### config.mk
export PLATFORM = sky130hd
export DESIGN_NAME = delimited_receive_buffer_unit
export DESIGN_NICKNAME = d
export VERILOG_FILES = /design/src/drbu_pkg.sv /design/src/delimited_receive_buffer_unit.sv /design/src/drbu_ram.sv /design/src/drbu_store.sv
export SDC_FILE = /design/constraint.sdc
export NUM_CORES = 1
export LEC_CHECK = 0
export BUFFER_PORTS_ARGS = -buffer_cell sky130_fd_sc_hd__clkbuf_2
export CAP_MARGIN = 30
export CELL_PAD_IN_SITES_DETAIL_PLACEMENT = 0
export CELL_PAD_IN_SITES_GLOBAL_PLACEMENT = 1
export CORE_ASPECT_RATIO = 0.7
export CORE_MARGIN = 1.5
export CORE_UTILIZATION = 45
export DETAILED_ROUTE_END_ITERATION = 7
export PLACE_DENSITY = 0.73
export RECOVER_POWER = 50
export SETUP_SLACK_MARGIN = 0.1
export SLEW_MARGIN = 20
export SYNTH_ARGS = -nofsm -noshare
export SYNTH_HDL_FRONTEND = slang
export SYNTH_SLANG_ARGS = --single-unit
### constraint.sdc
create_clock -name clk_i -period 7.3 [get_ports clk_i]
set_input_delay 0.73 -clock clk_i [delete_from_list [all_inputs] [get_ports clk_i]]
set_output_delay 0.73 -clock clk_i [all_outputs]
set_load 0.02 [all_outputs]
### src/drbu_pkg.sv
// ----------------------------------------------------------------------------
// drbu_pkg
// Types and constants of the delimited receive buffer unit.
// ----------------------------------------------------------------------------
package drbu_pkg;

  localparam int unsigned BufDepth = 64;
  localparam int unsigned AddrW    = $clog2(BufDepth);
  localparam int unsigned CntW     = AddrW + 1;

  localparam logic [7:0] CH_CR = 8'h0D;
  localparam logic [7:0] CH_LF = 8'h0A;

  typedef enum logic [2:0] {
    KIND_RECEIVE   = 3'd0,
    KIND_READ_LINE = 3'd1,
    KIND_READ_UNTL = 3'd2,
    KIND_READ_CNT  = 3'd3,
    KIND_READ_ALL  = 3'd4,
    KIND_CLEAR     = 3'd5,
    KIND_POP_LAST  = 3'd6,
    KIND_PEEK_LAST = 3'd7
  } kind_e;

  typedef enum logic [2:0] {
    ST_IDLE,
    ST_SCAN,
    ST_EXEC,
    ST_PEEK,
    ST_EMIT,
    ST_SHIFT
  } state_e;

  typedef struct packed {
    kind_e      kind;
    logic [7:0] rx_byte;
    logic [7:0] delimiter;
    logic [6:0] max_count;
  } in_t;

  typedef struct packed {
    logic [7:0] data_byte;
    logic       byte_valid;
    logic       last;
    logic [6:0] moved_count;
    logic [5:0] fill_now;
    logic       overflow_mark;
    logic       line_ready;
    logic       delimiter_ready;
  } res_t;

  typedef struct packed {
    logic             rd_en;
    logic [AddrW-1:0] rd_addr;
    logic             wr_en;
    logic [AddrW-1:0] wr_addr;
    logic [7:0]       wr_data;
  } mem_req_t;

endpackage

### src/delimited_receive_buffer_unit.sv
// ----------------------------------------------------------------------------
// delimited_receive_buffer_unit
// Serial receive line buffer with line, delimiter, count and bulk reads, plus clear, pop and peek.
// ----------------------------------------------------------------------------
// Output: every command other than a read that removes bytes yields a single word;
//   a read that removes n bytes emits n words on consecutive cycles. A new command
//   is taken only once the last one is through, including its shift; the one read
//   port is shared by scan, emit and shift.
// Reset: asynchronous; clears control, fill, overflow mark and written bits.
module delimited_receive_buffer_unit import drbu_pkg::*; (
  input  logic clk_i,
  input  logic rst_ni,
  input  logic start,
  output logic busy,
  input  in_t  in_i,
  output logic result_valid_o,
  output res_t result_o
);

  state_e            state_q, state_d;
  in_t               item_q, item_d;
  logic [AddrW-1:0]  fill_q, fill_d;
  logic              ovf_q, ovf_d;
  logic [CntW-1:0]   cnt_q, cnt_d;
  logic [AddrW-1:0]  n_q, n_d;
  logic              lr_q, lr_d;
  logic              dr_q, dr_d;
  // scan results over the filled part before the operation
  logic              crlf_q, crlf_d;
  logic [AddrW-1:0]  first_end_q, first_end_d;
  logic [AddrW-1:0]  last_start_q, last_start_d;
  logic              dl_q, dl_d;
  logic [AddrW-1:0]  first_dl_q, first_dl_d;
  logic [AddrW-1:0]  last_dl_q, last_dl_d;
  logic [7:0]        prev_q, prev_d;
  // read pipeline
  logic              rd_vld_q;
  logic [AddrW-1:0]  rd_addr_q;
  logic [7:0]        rd_data;
  mem_req_t          req;
  res_t              res_q, res_d;
  logic              res_vld_q, res_vld_d;

  logic [AddrW-1:0]  read_len;
  logic [CntW-1:0]   shift_src;
  logic              wrap;

  assign shift_src = cnt_q + {1'b0, n_q};
  assign wrap      = (fill_q == AddrW'(BufDepth - 1));

  // Number of bytes a read removes, from the pre-operation scan.
  always_comb begin
    unique case (item_q.kind)
      KIND_READ_LINE: read_len = crlf_q ? first_end_q + AddrW'(1) : '0;
      KIND_READ_UNTL: read_len = dl_q ? first_dl_q + AddrW'(1) : '0;
      KIND_READ_CNT:  read_len = (item_q.max_count < {1'b0, fill_q}) ?
                                 item_q.max_count[AddrW-1:0] : fill_q;
      KIND_READ_ALL:  read_len = fill_q;
      default:        read_len = '0;
    endcase
  end

  drbu_store u_store (
    .clk_i    (clk_i),
    .rst_ni   (rst_ni),
    .req_i    (req),
    .rd_data_o(rd_data)
  );

  always_ff @(posedge clk_i or negedge rst_ni) begin
    if (!rst_ni) begin
      state_q   <= ST_IDLE;
      fill_q    <= '0;
      ovf_q     <= 1'b0;
      cnt_q     <= '0;
      crlf_q    <= 1'b0;
      dl_q      <= 1'b0;
      rd_vld_q  <= 1'b0;
      res_vld_q <= 1'b0;
    end else begin
      state_q   <= state_d;
      fill_q    <= fill_d;
      ovf_q     <= ovf_d;
      cnt_q     <= cnt_d;
      crlf_q    <= crlf_d;
      dl_q      <= dl_d;
      rd_vld_q  <= req.rd_en;
      res_vld_q <= res_vld_d;
    end
  end

  always_ff @(posedge clk_i) begin
    item_q       <= item_d;
    n_q          <= n_d;
    lr_q         <= lr_d;
    dr_q         <= dr_d;
    first_end_q  <= first_end_d;
    last_start_q <= last_start_d;
    first_dl_q   <= first_dl_d;
    last_dl_q    <= last_dl_d;
    prev_q       <= prev_d;
    rd_addr_q    <= req.rd_addr;
    res_q        <= res_d;
  end

  always_comb begin
    state_d      = state_q;
    item_d       = item_q;
    fill_d       = fill_q;
    ovf_d        = ovf_q;
    cnt_d        = cnt_q;
    n_d          = n_q;
    lr_d         = lr_q;
    dr_d         = dr_q;
    crlf_d       = crlf_q;
    first_end_d  = first_end_q;
    last_start_d = last_start_q;
    dl_d         = dl_q;
    first_dl_d   = first_dl_q;
    last_dl_d    = last_dl_q;
    prev_d       = prev_q;
    req          = '0;
    res_d        = res_q;
    res_vld_d    = 1'b0;

    unique case (state_q)
      ST_IDLE: begin
        if (start) begin
          item_d  = in_i;
          crlf_d  = 1'b0;
          dl_d    = 1'b0;
          cnt_d   = '0;
          state_d = ST_SCAN;
        end
      end

      ST_SCAN: begin
        // Walk the filled part once, noting first and last CR LF and delimiter.
        if (cnt_q < {1'b0, fill_q}) begin
          req.rd_en   = 1'b1;
          req.rd_addr = cnt_q[AddrW-1:0];
          cnt_d       = cnt_q + CntW'(1);
        end
        if (rd_vld_q) begin
          if (rd_addr_q != '0 && prev_q == CH_CR && rd_data == CH_LF) begin
            crlf_d       = 1'b1;
            last_start_d = rd_addr_q - AddrW'(1);
            if (!crlf_q) begin
              first_end_d = rd_addr_q;
            end
          end
          if (rd_data == item_q.delimiter) begin
            dl_d      = 1'b1;
            last_dl_d = rd_addr_q;
            if (!dl_q) begin
              first_dl_d = rd_addr_q;
            end
          end
          prev_d = rd_data;
        end
        if (cnt_q == {1'b0, fill_q} && !rd_vld_q) begin
          state_d = ST_EXEC;
        end
      end

      ST_EXEC: begin
        res_d.data_byte       = 8'h00;
        res_d.byte_valid      = 1'b0;
        res_d.last            = 1'b1;
        res_d.moved_count     = '0;
        res_d.fill_now        = fill_q;
        res_d.overflow_mark   = ovf_q;
        res_d.line_ready      = crlf_q;
        res_d.delimiter_ready = dl_q;
        res_vld_d             = 1'b1;
        state_d               = ST_IDLE;
        unique case (item_q.kind)
          KIND_RECEIVE: begin
            // Append; wrap to empty and set the sticky mark when full.
            req.wr_en             = 1'b1;
            req.wr_addr           = fill_q;
            req.wr_data           = item_q.rx_byte;
            fill_d                = wrap ? '0 : fill_q + AddrW'(1);
            ovf_d                 = ovf_q | wrap;
            res_d.fill_now        = fill_d;
            res_d.overflow_mark   = ovf_d;
            res_d.line_ready      = !wrap && (crlf_q || (fill_q != '0 && prev_q == CH_CR
                                    && item_q.rx_byte == CH_LF));
            res_d.delimiter_ready = !wrap && (dl_q || item_q.rx_byte == item_q.delimiter);
          end
          KIND_CLEAR: begin
            fill_d                = '0;
            res_d.moved_count     = {1'b0, fill_q};
            res_d.fill_now        = '0;
            res_d.line_ready      = 1'b0;
            res_d.delimiter_ready = 1'b0;
          end
          KIND_POP_LAST: begin
            if (fill_q != '0) begin
              // Newest byte is the last one scanned; drop it from the tail.
              fill_d                = fill_q - AddrW'(1);
              res_d.data_byte       = prev_q;
              res_d.byte_valid      = 1'b1;
              res_d.moved_count     = 7'd1;
              res_d.fill_now        = fill_d;
              res_d.line_ready      = crlf_q && (first_end_q < fill_d);
              res_d.delimiter_ready = dl_q && (first_dl_q < fill_d);
            end else begin
              req.wr_en   = 1'b1;
              req.wr_addr = '0;
              req.wr_data = 8'h00;
            end
          end
          KIND_PEEK_LAST: begin
            if (fill_q != '0) begin
              res_d.data_byte  = prev_q;
              res_d.byte_valid = 1'b1;
            end else begin
              // Empty: fetch the top entry of the store.
              req.rd_en   = 1'b1;
              req.rd_addr = AddrW'(BufDepth - 1);
              res_vld_d   = 1'b0;
              state_d     = ST_PEEK;
            end
          end
          default: begin
            if (read_len != '0) begin
              // Status after removal: any occurrence lying past the cut survives.
              n_d       = read_len;
              fill_d    = fill_q - read_len;
              lr_d      = crlf_q && (last_start_q >= read_len);
              dr_d      = dl_q && (last_dl_q >= read_len);
              cnt_d     = '0;
              res_vld_d = 1'b0;
              state_d   = ST_EMIT;
            end
          end
        endcase
      end

      ST_PEEK: begin
        if (rd_vld_q) begin
          res_d.data_byte       = rd_data;
          res_d.byte_valid      = 1'b1;
          res_d.last            = 1'b1;
          res_d.moved_count     = '0;
          res_d.fill_now        = fill_q;
          res_d.overflow_mark   = ovf_q;
          res_d.line_ready      = crlf_q;
          res_d.delimiter_ready = dl_q;
          res_vld_d             = 1'b1;
          state_d               = ST_IDLE;
        end
      end

      ST_EMIT: begin
        // Stream the front n bytes out, one word per cycle.
        if (cnt_q < {1'b0, n_q}) begin
          req.rd_en   = 1'b1;
          req.rd_addr = cnt_q[AddrW-1:0];
          cnt_d       = cnt_q + CntW'(1);
        end
        if (rd_vld_q) begin
          res_d.data_byte       = rd_data;
          res_d.byte_valid      = 1'b1;
          res_d.last            = (rd_addr_q == n_q - AddrW'(1));
          res_d.moved_count     = res_d.last ? {1'b0, n_q} : '0;
          res_d.fill_now        = fill_q;
          res_d.overflow_mark   = ovf_q;
          res_d.line_ready      = lr_q;
          res_d.delimiter_ready = dr_q;
          res_vld_d             = 1'b1;
          if (res_d.last) begin
            cnt_d   = '0;
            state_d = ST_SHIFT;
          end
        end
      end

      ST_SHIFT: begin
        // Move every entry down by n; the top n entries keep stale values.
        if (shift_src < CntW'(BufDepth)) begin
          req.rd_en   = 1'b1;
          req.rd_addr = shift_src[AddrW-1:0];
          cnt_d       = cnt_q + CntW'(1);
        end
        if (rd_vld_q) begin
          req.wr_en   = 1'b1;
          req.wr_addr = rd_addr_q - n_q;
          req.wr_data = rd_data;
        end
        if (shift_src >= CntW'(BufDepth) && !rd_vld_q) begin
          state_d = ST_IDLE;
        end
      end

      default: state_d = ST_IDLE;
    endcase
  end

  assign busy           = (state_q != ST_IDLE);
  assign result_valid_o = res_vld_q;
  assign result_o       = res_q;

endmodule

### src/drbu_ram.sv
// ----------------------------------------------------------------------------
// drbu_ram
// Generic single-write, single-read RAM with registered read data.
// ----------------------------------------------------------------------------
module drbu_ram #(
  parameter int unsigned Width = 8,
  parameter int unsigned Depth = 64
) (
  input  logic                     clk_i,
  input  logic                     we_i,
  input  logic [$clog2(Depth)-1:0] waddr_i,
  input  logic [Width-1:0]         wdata_i,
  input  logic                     re_i,
  input  logic [$clog2(Depth)-1:0] raddr_i,
  output logic [Width-1:0]         rdata_o
);

  logic [Width-1:0] mem_q [Depth];
  logic [Width-1:0] rdata_q;

  always_ff @(posedge clk_i) begin
    if (we_i) begin
      mem_q[waddr_i] <= wdata_i;
    end
    if (re_i) begin
      rdata_q <= mem_q[raddr_i];
    end
  end

  assign rdata_o = rdata_q;

endmodule

### src/drbu_store.sv
// ----------------------------------------------------------------------------
// drbu_store
// Byte store: RAM plus per-entry written bits so unwritten entries read zero.
// ----------------------------------------------------------------------------
module drbu_store import drbu_pkg::*; (
  input  logic       clk_i,
  input  logic       rst_ni,
  input  mem_req_t   req_i,
  output logic [7:0] rd_data_o
);

  logic [BufDepth-1:0] written_q;
  logic                rd_written_q;
  logic [7:0]          ram_data;

  always_ff @(posedge clk_i or negedge rst_ni) begin
    if (!rst_ni) begin
      written_q    <= '0;
      rd_written_q <= 1'b0;
    end else begin
      if (req_i.wr_en) begin
        written_q[req_i.wr_addr] <= 1'b1;
      end
      if (req_i.rd_en) begin
        rd_written_q <= written_q[req_i.rd_addr];
      end
    end
  end

  drbu_ram #(
    .Width(8),
    .Depth(BufDepth)
  ) u_ram (
    .clk_i  (clk_i),
    .we_i   (req_i.wr_en),
    .waddr_i(req_i.wr_addr),
    .wdata_i(req_i.wr_data),
    .re_i   (req_i.rd_en),
    .raddr_i(req_i.rd_addr),
    .rdata_o(ram_data)
  );

  // Never-written entries read as zero.
  assign rd_data_o = rd_written_q ? ram_data : 8'h00;

endmodule

==> results.cfg <==
[timing]
rsz0062_at_grt = no
min_period_ps = 5590
hold_viol_final = 0
clock.fmax_mhz = 179
skew_ps = 30.5
setup_viol = 0
tightestPinTransition_ps = 3660
slew_headroom_pct = -144
fin_crit_sh_pct = 76.6
setup_tns_ps = 0
slew_viol_final = 544

[worst_setup_path]
rr_endpoint = u_store.u_ram.mem_q[12][5]$_DFFE_PP_
cp_slowest_stage_delay_ps = 2540
crit_slowest_cell = clkbuf_1
endpoint_kind = flop
r2r_start = state_q[2]$_DFFE_PN0P_
setup.worst_path.start = state_q[2]$_DFFE_PN0P_
required_ps = 7170
critical_path.cell_chain = or3b_1 -> nor2_1 -> a22o_2 -> clkbuf_1
reg2reg_slack_ps = 1710
crit_type = reg -> reg
startpoint_type = flop
arrival_ps = 5470
ff2ff_path_depth = 4
critPathMaxFanout = 64
crit_buf_inv = 1
path_delay_family = buffers and inverters

[floorplanning]
die_area_um2 = 71400
rows = 80
die_height_um = 224
pin_count = 57
die_x_um = 319
core_area_um2 = 68600
start_util_pct = 45.8

[placed_design]
dp.final_hpwl_mm = 53.7
gp_congestion = 0.946
port-buffer-count = 55
placedInstanceArea_um2 = 32600

[clock_tree]
hold_buffers = 0
clock_latency_ps = 620
numCtsBuffers = 69
clock_sinks = 703
cts_root_buf = clkbuf_16
cts_buffer_depth = 3
path_clk_slew_ps = 60
htreeDepth = 3
cts_resized = 0
tritoncts = yes
cts_setup_buffers = 0

[synth]
async_reset_ff_share_pct = 12.2
synth_commonest_cells = edfxtp_1 (611), nand2_1 (213), mux2i_1 (140), o211ai_1 (135), nor2_1 (112)
synth_cell_types = 79
synthFlopType = edfxtp_1
yosys_warnings = 0
synth_edf_count = 611
synth_area_leader_cell = edfxtp_1
synthesis.area_um2 = 31400
synth.top_cell.area_share_pct = 58.4
syn_nets = 2365
netlist_instances = 2269
synth.most_common_cell = edfxtp_1
avgSynthCellArea_um2 = 13.8
ys_seq_elements = 703
synth-seq-area-share_pct = 65.7
synth.area.top_cells = edfxtp_1 (58%), dfrtp_1 (6.9%), mux2i_1 (4.5%)

[pwr]
comb_power_share_pct = 0.2
p_leak_nw = 12.4
netSwitchingFraction_pct = 19.5
p_per_area_nw_per_um2 = 230
p_sw_mw = 1.57
vdd_drop_max_uv = 209
cell_internal_pwr_mw = 6.46
seqPwrFrac_pct = 53.7
clkPwrFrac_pct = 46.1

[run]
drv_cap = 9

[drt]
num_vias = 19100
drc = 0
avgRoutedWirePerCell_um = 25.2
dr.pass1.iters = 8
ant_nets = 0
vias_per_cell = 5.83
first_iter_violations = 2325
finalWirelength_mm = 82.5

[layout]
regArea_um2 = 20600
multiInputGateArea_um2 = 10100
fill_cells = 5701
nets = 2407
layout-drive-gt1-share_pct = 12.7
design_area_um2 = 35000
area_delta_synth_final_pct = 11.3

[min_path]
hp-class = in -> reg
hold_start = in_i[4]
whs_path_depth = 1
min_to = item_q[4]$_DFFE_PP_

[run_status]
violations = max-capacitance violations, max-slew violations
outcome = finished, violations left

[global_routing]
overflow = 0
grt_pass1_wl_mm = 122
track_usage_pct = 23.0
antenna_found_initial = 3
grt_pass1_vias = 18500
grt_max_degree = 95
## state kept, by name (all words and copies together) (netlist names), 3 cells and up
| name | flops |
|---|---|
| u_store.u_ram.mem_q | 512 |
| u_store.written_q | 64 |
| item_q | 26 |
| result_o | 25 |
| prev_q | 8 |
| u_store.u_ram.rdata_o | 8 |
| cnt_q | 7 |
| fill_q | 6 |
| first_dl_q | 6 |
| first_end_q | 6 |
| last_dl_q | 6 |
| last_start_q | 6 |
| n_q | 6 |
| rd_addr_q | 6 |
| state_q | 3 |
## worst max-delay path by stage
stage	slack, ps	cells past startpoint	end
floorplan	3130	4	u_store.u_ram.mem_q[0][7]$_DFFE_PP_
global placement	2140	13	u_store.u_ram.rdata_o[3]$_DFFE_PP_
detailed placement	2110	13	u_store.u_ram.rdata_o[0]$_DFFE_PP_
CTS	2120	13	u_store.u_ram.rdata_o[0]$_DFFE_PP_
global route	1310	4	u_store.u_ram.mem_q[12][5]$_DFFE_PP_
finish	1710	4	u_store.u_ram.mem_q[12][5]$_DFFE_PP_
## placed cells by master, fill, tap and decap left out, types with 16 or more instances in the layout
| cell type | netlist | layout |
|---|---|---|
| edfxtp_1 | 611 | 611 |
| nand2_1 | 213 | 212 |
| mux2i_1 | 140 | 140 |
| o211ai_1 | 135 | 135 |
| nor2_1 | 112 | 112 |
| o21ai_0 | 97 | 96 |
| mux2_1 | 92 | 92 |
| dfrtp_1 | 86 | 86 |
| clkbuf_16 | 0 | 73 |
| ha_1 | 64 | 64 |
| or2_2 | 62 | 61 |
| clkbuf_1 | 70 | 57 |
| a21oi_1 | 52 | 52 |
| inv_1 | 47 | 47 |
| mux2_2 | 44 | 44 |
| o21ai_1 | 36 | 36 |
| xnor2_1 | 30 | 30 |
| xor2_1 | 28 | 28 |
| nand3_1 | 27 | 27 |
| clkbuf_2 | 0 | 26 |
| buf_4 | 5 | 23 |
| a21o_1 | 19 | 19 |
| nand4_1 | 16 | 16 |
| nor3_1 | 16 | 16 |
## area by class of cell
type | count | area share [%]
sequential | 703 | 59.0
multi-input combinational | 1391 | 28.9
clock buffer | 99 | 5.76
tap | 902 | 3.23
timing repair buffer | 95 | 1.64
clock inverter | 29 | 0.938
inverter | 51 | 0.569
antenna | 1 | 0.00716
## metal layers
metal,vias up,GRT usage [%],share of wire (%)
met3,127,7.14,9.7
met5,-,0,0.016
met4,2,6.48,2.3
li1,8620,-,-
met1,9591,35.1,47
met2,734,31.4,41
## through the flow
stage	hold WS (ps)	power, mW	setup WS [ps]	utilization [%]	cells
2_1_floorplan	426	4.40	3130	-	2269
3_3_place_gp	441	4.41	2140	47.5	3127
3_5_place_dp	447	4.42	2110	47.6	3131
4_1_cts	49.0	8.09	2120	51.0	3259
5_1_grt	267	8.24	1310	51.0	3270
6_report	284	8.03	1710	51.0	3271
## logic make-up (layout without fill, tap and decap cells)
| kind of cell | after synthesis | after routing | share of synthesized area, % |
|---|---|---|---|
| buf+inv | 175 | 274 | 2.32 |
| fa+ha+maj | 67 | 67 | 2.74 |
| flops | 703 | 703 | 65.7 |
| simple gates | 543 | 543 | 8.31 |
| compound gates | 436 | 436 | 9.33 |
| xor+xnor | 58 | 58 | 1.62 |
| mux | 286 | 286 | 10.0 |
| other cells | 1 | 2 | 0.0119 |
## power groups by stage
stage | Sequential (mW) | Combinational [mW] | Clock (mW)
6_report | 4.31 | 0.0192 | 3.70
5_1_grt | 4.31 | 0.0217 | 3.91
4_1_cts | 4.31 | 0.0206 | 3.76
3_5_place_dp | 4.39 | 0.0207 | 0
3_3_place_gp | 4.39 | 0.0196 | 0
2_1_floorplan | 4.40 | 0.000869 | 0
Note: power is estimated with default switching activity, not from simulation.
